$ cat src/hdl/i2p_pkg.sv
// Shared types, character codes and the operator priority function
// for the infix-to-postfix converter. No dependencies.
`timescale 1ns / 1ps

package i2p_pkg;

	// default operator stack depth
	localparam int STACK_DEPTH_DEF = 16;

	// character codes
	localparam logic [7:0] CH_LPAR  = 8'h28; // '('
	localparam logic [7:0] CH_RPAR  = 8'h29; // ')'
	localparam logic [7:0] CH_SPACE = 8'h20; // ' '
	localparam logic [7:0] CH_CARET = 8'h5E; // '^'
	localparam logic [7:0] CH_MUL   = 8'h2A; // '*'
	localparam logic [7:0] CH_DIV   = 8'h2F; // '/'
	localparam logic [7:0] CH_ADD   = 8'h2B; // '+'
	localparam logic [7:0] CH_SUB   = 8'h2D; // '-'
	localparam logic [7:0] CH_ZERO  = 8'h30; // '0'
	localparam logic [7:0] CH_NINE  = 8'h39; // '9'

	// priority levels
	localparam logic [1:0] PRIO_POW  = 2'd3;
	localparam logic [1:0] PRIO_MUL  = 2'd2;
	localparam logic [1:0] PRIO_ADD  = 2'd1;
	localparam logic [1:0] PRIO_NONE = 2'd0;

	// what goes into the output register
	typedef logic [2:0] emit_t;
	localparam emit_t EM_NONE  = 3'd0;
	localparam emit_t EM_SPACE = 3'd1;
	localparam emit_t EM_TOP   = 3'd2;
	localparam emit_t EM_CHAR  = 3'd3;
	localparam emit_t EM_END   = 3'd4;

	// commands from controller to datapath
	typedef struct packed {
		logic  latch;
		logic  push;
		logic  pop;
		emit_t emit;
		logic  last;
	} i2p_cmd_t;

	// status from datapath to controller
	typedef struct packed {
		logic is_end;
		logic is_digit;
		logic is_lpar;
		logic is_rpar;
		logic cnt_zero;
		logic top_lpar;
		logic prio_le;
		logic next_more;
		logic slot_free;
	} i2p_stat_t;

	function automatic logic [1:0] prio_of(input logic [7:0] c);
		logic [1:0] p;
		begin
			p = PRIO_NONE;
			if (c == CH_CARET)
				p = PRIO_POW;
			else if (c == CH_MUL || c == CH_DIV)
				p = PRIO_MUL;
			else if (c == CH_ADD || c == CH_SUB)
				p = PRIO_ADD;
			return p;
		end
	endfunction

endpackage

$ cat src/hdl/i2p_dpath.sv
// Datapath of the infix-to-postfix converter: input latch, operator stack
// with cached top entry, sticky overflow flag and output register. Uses i2p_pkg.
`timescale 1ns / 1ps

module i2p_dpath import i2p_pkg::*; #(
	parameter int STACK_DEPTH = STACK_DEPTH_DEF
) (
	input  logic       clk,
	input  logic       arst_n,
	input  i2p_cmd_t   ctl,
	output i2p_stat_t  st,
	input  logic       cmd,
	input  logic [7:0] in_char,
	input  logic       out_stall,
	output logic       out_valid,
	output logic [7:0] out_char,
	output logic       has_char,
	output logic       last_in_run,
	output logic       expr_done,
	output logic       stack_overflow
);

	localparam int CW = $clog2(STACK_DEPTH + 1);
	localparam int IW = $clog2(STACK_DEPTH);
	localparam logic [CW-1:0] FULL = CW'(STACK_DEPTH);

	logic          cmd_q;
	logic [7:0]    char_q;
	logic [7:0]    top_q;
	logic [7:0]    stk_q [STACK_DEPTH];
	logic [CW-1:0] cnt_q;
	logic          ovf_q;
	logic [CW-1:0] cnt_m1;
	logic [CW-1:0] cnt_m2;
	logic [7:0]    under;
	logic          full;
	logic          ovf_out;

	logic          out_valid_q;
	logic [7:0]    out_char_q;
	logic          has_char_q;
	logic          last_q;
	logic          done_q;
	logic          ovf_o_q;

	// input latch
	always_ff @(posedge clk) begin
		if (ctl.latch) begin
			cmd_q  <= cmd;
			char_q <= in_char;
		end
	end

	// stack addressing: top cached in top_q, entries below it in stk_q
	assign cnt_m1 = cnt_q - CW'(1);
	assign cnt_m2 = cnt_q - CW'(2);
	assign under  = stk_q[cnt_m2[IW-1:0]];
	assign full   = (cnt_q == FULL);

	// status decode
	always_comb begin
		st.is_end    = cmd_q;
		st.is_digit  = !cmd_q && (char_q >= CH_ZERO) && (char_q <= CH_NINE);
		st.is_lpar   = !cmd_q && (char_q == CH_LPAR);
		st.is_rpar   = !cmd_q && (char_q == CH_RPAR);
		st.cnt_zero  = (cnt_q == '0);
		st.top_lpar  = (top_q == CH_LPAR);
		st.prio_le   = (prio_of(char_q) <= prio_of(top_q));
		st.next_more = (cnt_q > CW'(1)) && (under != CH_LPAR);
		st.slot_free = !out_valid_q || !out_stall;
	end

	// stack storage, no reset
	always_ff @(posedge clk) begin
		if (ctl.push && !full) begin
			top_q <= char_q;
			if (cnt_q != '0)
				stk_q[cnt_m1[IW-1:0]] <= top_q;
		end else if (ctl.pop) begin
			top_q <= under;
		end
	end

	// stack count and sticky overflow
	always_ff @(posedge clk or negedge arst_n) begin
		if (!arst_n) begin
			cnt_q <= '0;
			ovf_q <= 1'b0;
		end else begin
			if (ctl.push) begin
				if (full)
					ovf_q <= 1'b1;
				else
					cnt_q <= cnt_q + CW'(1);
			end else if (ctl.pop) begin
				cnt_q <= cnt_m1;
			end
		end
	end

	// flag as it stands once this item is done
	assign ovf_out = ovf_q || (ctl.push && full);

	// output register valid
	always_ff @(posedge clk or negedge arst_n) begin
		if (!arst_n)
			out_valid_q <= 1'b0;
		else if (ctl.emit != EM_NONE)
			out_valid_q <= 1'b1;
		else if (!out_stall)
			out_valid_q <= 1'b0;
	end

	// output register payload
	always_ff @(posedge clk) begin
		if (ctl.emit != EM_NONE) begin
			last_q  <= ctl.last;
			ovf_o_q <= ovf_out;
			case (ctl.emit)
				EM_SPACE: begin
					out_char_q <= CH_SPACE;
					has_char_q <= 1'b1;
					done_q     <= 1'b0;
				end
				EM_TOP: begin
					out_char_q <= top_q;
					has_char_q <= 1'b1;
					done_q     <= 1'b0;
				end
				EM_CHAR: begin
					out_char_q <= char_q;
					has_char_q <= 1'b1;
					done_q     <= 1'b0;
				end
				default: begin
					out_char_q <= 8'h00;
					has_char_q <= 1'b0;
					done_q     <= 1'b1;
				end
			endcase
		end
	end

	assign out_valid      = out_valid_q;
	assign out_char       = out_char_q;
	assign has_char       = has_char_q;
	assign last_in_run    = last_q;
	assign expr_done      = done_q;
	assign stack_overflow = ovf_o_q;

	// checks
	a_cnt_range: assert property (@(posedge clk) disable iff (!arst_n)
		cnt_q <= FULL) else $error("stack count beyond depth");
	a_no_pop_empty: assert property (@(posedge clk) disable iff (!arst_n)
		ctl.pop |-> cnt_q != '0) else $error("pop on empty stack");
	a_emit_slot: assert property (@(posedge clk) disable iff (!arst_n)
		ctl.emit != EM_NONE |-> st.slot_free) else $error("output overwritten");
	a_ovf_sticky: assert property (@(posedge clk) disable iff (!arst_n)
		ovf_q |=> ovf_q) else $error("overflow flag cleared");

endmodule

$ cat src/hdl/i2p_ctrl.sv
// Controller of the infix-to-postfix converter: sequences accept, pops and
// emitted results for one item at a time. Uses i2p_pkg.
`timescale 1ns / 1ps

module i2p_ctrl import i2p_pkg::*; (
	input  logic      clk,
	input  logic      arst_n,
	input  logic      in_valid,
	output logic      in_stall,
	input  i2p_stat_t st,
	output i2p_cmd_t  ctl
);

	localparam logic [1:0] S_IDLE = 2'd0;
	localparam logic [1:0] S_RUN  = 2'd1;
	localparam logic [1:0] S_POP  = 2'd2;

	logic [1:0] state_q;
	logic [1:0] state_d;

	assign in_stall = (state_q != S_IDLE);

	// next state and commands
	always_comb begin
		ctl       = '0;
		ctl.emit  = EM_NONE;
		state_d   = state_q;
		case (state_q)
			S_IDLE: begin
				if (in_valid) begin
					ctl.latch = 1'b1;
					state_d   = S_RUN;
				end
			end
			S_RUN: begin
				if (st.slot_free) begin
					if (st.is_end) begin
						if (!st.cnt_zero) begin
							ctl.emit = EM_SPACE;
							state_d  = S_POP;
						end else begin
							ctl.emit = EM_END;
							ctl.last = 1'b1;
							state_d  = S_IDLE;
						end
					end else if (st.is_digit) begin
						ctl.emit = EM_CHAR;
						ctl.last = 1'b1;
						state_d  = S_IDLE;
					end else if (st.is_lpar) begin
						ctl.push = 1'b1;
						state_d  = S_IDLE;
					end else if (st.is_rpar) begin
						if (!st.cnt_zero && !st.top_lpar) begin
							ctl.emit = EM_SPACE;
							state_d  = S_POP;
						end else begin
							// drop the matching '(' silently
							ctl.pop = !st.cnt_zero;
							state_d = S_IDLE;
						end
					end else begin
						if (!st.cnt_zero && st.prio_le) begin
							ctl.emit = EM_SPACE;
							state_d  = S_POP;
						end else begin
							ctl.emit = EM_SPACE;
							ctl.last = 1'b1;
							ctl.push = 1'b1;
							state_d  = S_IDLE;
						end
					end
				end
			end
			S_POP: begin
				if (st.slot_free) begin
					ctl.emit = EM_TOP;
					ctl.pop  = 1'b1;
					// only a closing paren can end its run on a popped operator
					ctl.last = st.is_rpar && !st.next_more;
					state_d  = S_RUN;
				end
			end
			default: begin
				state_d = S_IDLE;
			end
		endcase
	end

	always_ff @(posedge clk or negedge arst_n) begin
		if (!arst_n)
			state_q <= S_IDLE;
		else
			state_q <= state_d;
	end

	// checks
	a_latch_idle: assert property (@(posedge clk) disable iff (!arst_n)
		ctl.latch |-> state_q == S_IDLE) else $error("latch outside idle");
	a_pop_emits: assert property (@(posedge clk) disable iff (!arst_n)
		state_q == S_POP && st.slot_free |-> ctl.pop && ctl.emit == EM_TOP)
		else $error("pop state without pop");
	a_push_ends: assert property (@(posedge clk) disable iff (!arst_n)
		ctl.push |=> state_q == S_IDLE) else $error("push not closing item");

endmodule

$ cat src/hdl/infix_to_postfix_converter.sv
// Top level of the infix-to-postfix converter: controller plus datapath.
// Depends on i2p_pkg, i2p_ctrl and i2p_dpath.
//
// Input channel (in_valid / in_stall): cmd = 0 carries one expression character
// in in_char, cmd = 1 ends the expression and flushes the operator stack.
// Output channel (out_valid / out_stall): one postfix character per result, with
// has_char, last_in_run (final result of the input item), expr_done (end marker
// of a flush) and the sticky stack_overflow flag.
// One input item is handled at a time: the controller latches it in S_IDLE,
// then emits its results from S_RUN and S_POP. Each popped operator is sent as
// a space (S_RUN) then the operator (S_POP); a digit is copied out, a plain
// operator push emits a space, '(' and a ')' that drops its '(' emit nothing.
// Results leave through a single output register; while it holds a result and
// out_stall is high the controller waits. in_stall stays high until the current
// item is done. Reset empties the stack, clears the overflow flag and out_valid.
`timescale 1ns / 1ps

module infix_to_postfix_converter import i2p_pkg::*; #(
	parameter int STACK_DEPTH = STACK_DEPTH_DEF
) (
	input  logic       clk,
	input  logic       arst_n,
	input  logic       in_valid,
	output logic       in_stall,
	input  logic       cmd,
	input  logic [7:0] in_char,
	output logic       out_valid,
	input  logic       out_stall,
	output logic [7:0] out_char,
	output logic       has_char,
	output logic       last_in_run,
	output logic       expr_done,
	output logic       stack_overflow
);

	i2p_cmd_t  ctl;
	i2p_stat_t st;

	i2p_ctrl u_ctrl (
		.clk      (clk),
		.arst_n   (arst_n),
		.in_valid (in_valid),
		.in_stall (in_stall),
		.st       (st),
		.ctl      (ctl)
	);

	i2p_dpath #(
		.STACK_DEPTH (STACK_DEPTH)
	) u_dpath (
		.clk            (clk),
		.arst_n         (arst_n),
		.ctl            (ctl),
		.st             (st),
		.cmd            (cmd),
		.in_char        (in_char),
		.out_stall      (out_stall),
		.out_valid      (out_valid),
		.out_char       (out_char),
		.has_char       (has_char),
		.last_in_run    (last_in_run),
		.expr_done      (expr_done),
		.stack_overflow (stack_overflow)
	);

endmodule
$ cat config.mk
export PLATFORM = sky130hd
export DESIGN_NAME = infix_to_postfix_converter
export DESIGN_NICKNAME = d
export VERILOG_FILES = /design/src/hdl/i2p_pkg.sv /design/src/hdl/i2p_dpath.sv /design/src/hdl/i2p_ctrl.sv /design/src/hdl/infix_to_postfix_converter.sv
export SDC_FILE = /design/constraint.sdc
export NUM_CORES = 1
export LEC_CHECK = 0
export ABC_CLOCK_PERIOD_IN_PS = 3970
export BUFFER_PORTS_ARGS = -buffer_cell sky130_fd_sc_hd__buf_2
export CAP_MARGIN = 20
export CORE_ASPECT_RATIO = 1.1
export CORE_UTILIZATION = 25
export DETAILED_ROUTE_END_ITERATION = 8
export PLACE_DENSITY_LB_ADDON = 0.08
export SYNTH_ARGS = -nofsm -noshare
export SYNTH_HDL_FRONTEND = slang
export SYNTH_HIERARCHICAL = 1
export SYNTH_SLANG_ARGS = --single-unit
export TNS_END_PERCENT = 20
$ cat constraint.sdc
create_clock -name clk -period 3.97 [get_ports clk]
set_input_delay 0.1985 -clock clk [delete_from_list [all_inputs] [get_ports clk]]
set_output_delay 0.1985 -clock clk [all_outputs]
set_load 0.02 [all_outputs]
# After elaboration in Yosys (flattened, before gate mapping)
# Memories as Yosys holds them, arrays and structs flattened.
# Index checks and enable logic that the tools add are counted.
# word_totals
register_bits	38
ramBits	128
input_bits	13
memories	1
# mem_list
name	words	word_bits	rd	rd_clocked_by_memory_dff	write_ports	line	source
u_dpath.stk_q	16	8	1	0	1	i2p_dpath.sv:30	logic [7:0] stk_q [STACK_DEPTH];
# op_classes
add_sub_neg	3
n_lt_le_gt_ge	4
n_eq_ne	25
muxes	50
reduce_logical	34
# ops
operator	n
8-bit by 6-bit == test with 1-bit output, second input constant	11
2-bit two-way mux	16
5-bit two-way mux	5
8-bit one-hot mux with 3 select lines	1
1-bit two-way mux	19
8-bit by 7-bit == test with 1-bit output, second input constant	2
8-bit two-way mux	2
1-bit logical AND	10
5-bit one-hot mux with 2 select lines	1
8-bit by 6-bit >= comparator with 1-bit output, second input constant	1
8-bit by 6-bit less-or-equal comparator with 1-bit output, second input constant	1
4-bit two-way mux	2
2-bit inequality test, second input constant	4
8-bit by 6-bit inequality test with 1-bit output, second input constant	1
1-bit logical NOT	7
3-bit by 2-bit == test with 1-bit output, second input constant	2
1-bit logical OR	6
3-bit two-way mux	2
6-bit two-way mux	1
2-bit one-hot mux with 3 select lines	1
2-bit nonzero test	3
5-bit by 1-bit adder with 5-bit output, second input constant	1
5-bit == test, second input constant	1
5-bit by 1-bit greater-than comparator with 1-bit output, second input constant	1
other kinds (14)	15

# Longest topological paths before layout
# logic_depth
depth_word	17
ltp_mapped	16
mapped_depth_nobuf	15

# Hierarchy
# Netlist, hierarchy kept.
# by_module_without_submodules
mod	instances	cells_each	area_each_um2
i2p_dpath	1	385	6945.4
i2p_ctrl	1	45	340.3

# Worst setup path before layout
# Ideal clock, no wire load.
# synth_path
path_type	flip-flop to flip-flop
start	register u_dpath.top_q[7]
end	memory u_dpath.stk_q[0][0], enable pin
arrival_ns	3.229
t_required_ns	3.600
slack_ns	0.370
stages_incl_launch_ff	16
n_path_buf	1
period_less_slack_ns	3.600
cell_sequence	edfxtp_1 nor4b_1 nand2b_1 nor2b_1 a31oi_1 nand3_1 ha_1 nor2b_1 o21ai_0 nor2b_2 nor2_1 o211a_1 clkbuf_1 and2_1 nand2_1 nor2_1
# synth_lines
item	line	source
from (decl)	i2p_dpath.sv:29	logic [7:0] top_q;
from (signal assigned)	i2p_dpath.sv:76	top_q <= char_q;
from (signal assigned)	i2p_dpath.sv:80	top_q <= under;
to (decl)	i2p_dpath.sv:30	

==> run metrics <==
initial antenna violation count=0; root buffer cell=clkbuf_16; register area share after synthesis=67.80%; YS warnings=6; RSZ-0062 raised after global routing=false; GRT Total Usage=13.00%; outcome=finished clean; clock sinks=166; footprint of the multi-input gates=0.002205 mm2; reg2reg end=u_dpath/stk_q[13][5]$_DFFE_PP_; final WL=18,500 um; ratio of cells with drive above 1 in the final layout=24.32%; Tightest Pin Transition=0.6983 ns; CP Max Fanout=9; Routed Antenna Nets=0; min cycle time layout=3.581 ns; Horiz. Die Dim=164.8 um; syn_area_per_cell=16.94 um2; DRC viols=0; FF/Latch Area=0.004941 mm2; Worst Reg2Reg Path Length in Cells=14; Setup crit end kind=flip-flop; Fillers=2,838; Rel. slew slack=53.24%; Clock transition at path regs=0.07 ns; Leak=0.003040 uW; Via Count=3,981; CP arrival=3.70 ns; worst skew pair latency=0.42 ns; number of diodes=0; grt total ovfl=0; Worst Setup Path Type=flip-flop to flip-flop; pin count of the biggest net entering global routing=38; EDFF count, synth=157; Post-CTS Setup Inserts=0; setup_tns=0 ns; top-count cell post-synth=edfxtp_1; TritonCTS Buffers=17; unique cell type count in the Yosys netlist=53; Syn-to-layout area delta=20.37%; FF+latch count, synth=166; Power Density=727.8 mW/mm2; core footprint=0.02871 mm2; Post-Synthesis Net Count=459; height of the chip=181.0 um; final hold viol count=0; Post-Syn Area=0.007286 mm2; Max rail drop VDD=0.0003891 V; Clock Path Buffers=2; Yosys top cell area share=64.71%; Worst Hold Class=primary input to asynchronous set/reset pin; Area contributors post-synth=edfxtp_1 (65%), mux4_2 (6.8%), mux2i_1 (4.0%), mux4_1 (3.6%), dfrtp_1 (3.1%); Vias/cell=4.514; MaxCap Viol Count=0; die area=0.02983 mm2; setup violators final=0; Detailed Place HPWL=12,370 um; DRT iter0 DRCs=273; Mapped Cells=430; vias in the first global route=4,055; Final period util=90.20%; largest area contributor in the netlist=edfxtp_1; async set-reset flop share out of synthesis=5.422%; startpoint types=flip-flop; WP data required=4.09 ns; drt wl/cell=20.98 um; fmax=0.2793 GHz; pre-CTS WS=0.3153 ns; CTS tree=done; PnR worst setup slack=0.3890 ns; top_reg_cell synth=edfxtp_1; routability cong.=0.7366; number of port buffers=26; First-pass DRT Iterations=4; H-Tree Depth=4; nets=530; Starting Density=25.38%; Pins Over Slew Limit=0; worst r2r src=u_dpath/top_q[7]$_DFFE_PP_; io pins=27; FF-to-FF setup slack=0.39 ns; num rows=65; Fin Clk Skew=0.01240 ns; most frequent cells after synthesis=edfxtp_1 (157), nor2_1 (40), mux2i_1 (29); first-pass GRT wire length=27,040 um
sequential cells by signal, indices dropped and copies added, names as in the netlist:
register / flops
u_ctrl/state_q: 2
u_dpath/char_q: 8
u_dpath/cmd_q: 1
u_dpath/cnt_q: 5
u_dpath/expr_done: 1
u_dpath/has_char: 1
u_dpath/last_in_run: 1
u_dpath/out_char: 8
u_dpath/out_valid: 1
u_dpath/ovf_q: 1
u_dpath/stack_overflow: 1
u_dpath/stk_q: 128
u_dpath/top_q: 8
cell type report:
class	instances	share of cell area (%)
Multi-Input combinational cell	237	25.14
Clock inverter	15	2.440
Timing Repair Buffer	68	5.507
Sequential cell	166	56.34
Clock buffer	17	4.851
Inverter	11	0.4708
Tap cell	368	5.250
per-stage QoR:
step	utilization (%)	cell area (um2)	hold slack [ns]	total power, uW	cells
after floorplan	-	7286	-0.09709	3904	430
after global placement	27.95	8024	0.07070	4639	840
after detailed placement	27.95	8024	0.06435	4634	840
after CTS	30.53	8763	0.1482	6480	882
after global routing	30.55	8770	0.1735	6709	882
final	30.55	8770	0.1536	6383	882
power breakdown:
group          leakage (uW)  internal, uW  switching [uW]
registers           0.00153          2220             179
logic               0.00119           872            1290
clock network      0.000317          1070             740
total               0.00304          4170            2210
critical path: stages, from the launching register on:
cell and delay, ns:
edfxtp_1 0.41, buf_4 0.20, or4_1 0.55, a31oi_1 0.19, nand3_1 0.10, ha_1 0.32
nor2b_1 0.12, o21ai_0 0.09, nor2b_2 0.17, nor2_1 0.11, o211a_1 0.20, and2_1 0.19
nand2_1 0.24, nor2_1 0.17, buf_4 0.22
cells in the final DEF, fill, tap and decap left out, types with 7 or more instances in the layout:
cell	count
clkbuf_16	17
nand2_1	23
nand2b_1	10
nor2_1	40
ha_1	16
buf_4	31
dfrtp_1	8
edfxtp_1	157
a21oi_1	7
mux4_2	22
mux2i_1	29
mux4_1	10
buf_2	26
dlygate4sd3_1	10
inv_1	10
how the worst max path moves through the flow:
stage / cells after the start / startpoint / end / slack (ns)
floorplan: 15 / u_dpath/top_q[7]$_DFFE_PP_ / u_dpath/stk_q[0][0]$_DFFE_PP_ / 0.37
detailed placement: 15 / u_dpath/char_q[7]$_DFFE_PP_ / u_dpath/stk_q[13][2]$_DFFE_PP_ / 0.32
CTS: 15 / u_dpath/char_q[7]$_DFFE_PP_ / u_dpath/stk_q[13][5]$_DFFE_PP_ / 0.28
finish: 14 / u_dpath/top_q[7]$_DFFE_PP_ / u_dpath/stk_q[13][5]$_DFFE_PP_ / 0.39
global placement: 15 / u_dpath/char_q[7]$_DFFE_PP_ / u_dpath/stk_q[5][4]$_DFFE_PP_ / 0.30
global route: 15 / u_dpath/char_q[7]$_DFFE_PP_ / u_dpath/stk_q[5][5]$_DFFE_PP_ / 0.06
metal layers:
layer | vias to the layer above | global-route usage [%] | share of wire (%)
met2 | 77 | 21.43 | 49
met3 | 9 | 2.778 | 3.4
met5 | - | 0 | 0
met4 | 0 | 3.413 | 0.74
met1 | 2064 | 17.16 | 46
li1 | 1831 | - | -
kinds of logic after synthesis:
logic type | count (synthesis) | synth area share, %
mux | 66 | 15.16
fa+ha+maj | 16 | 2.748
buf+inv | 27 | 2.026
xor+xnor | 10 | 1.305
flops | 166 | 67.80
simple gates | 107 | 7.419
compound gates | 38 | 3.538
timing repair:
item / CTS / global route
endpoints found under the setup margin: 0 / 145
gates resized for setup: 0 / 1
hold buffers: 10 / 0
endpoints found under the hold margin: 18 / 0
(Power assumes the default switching activity.)
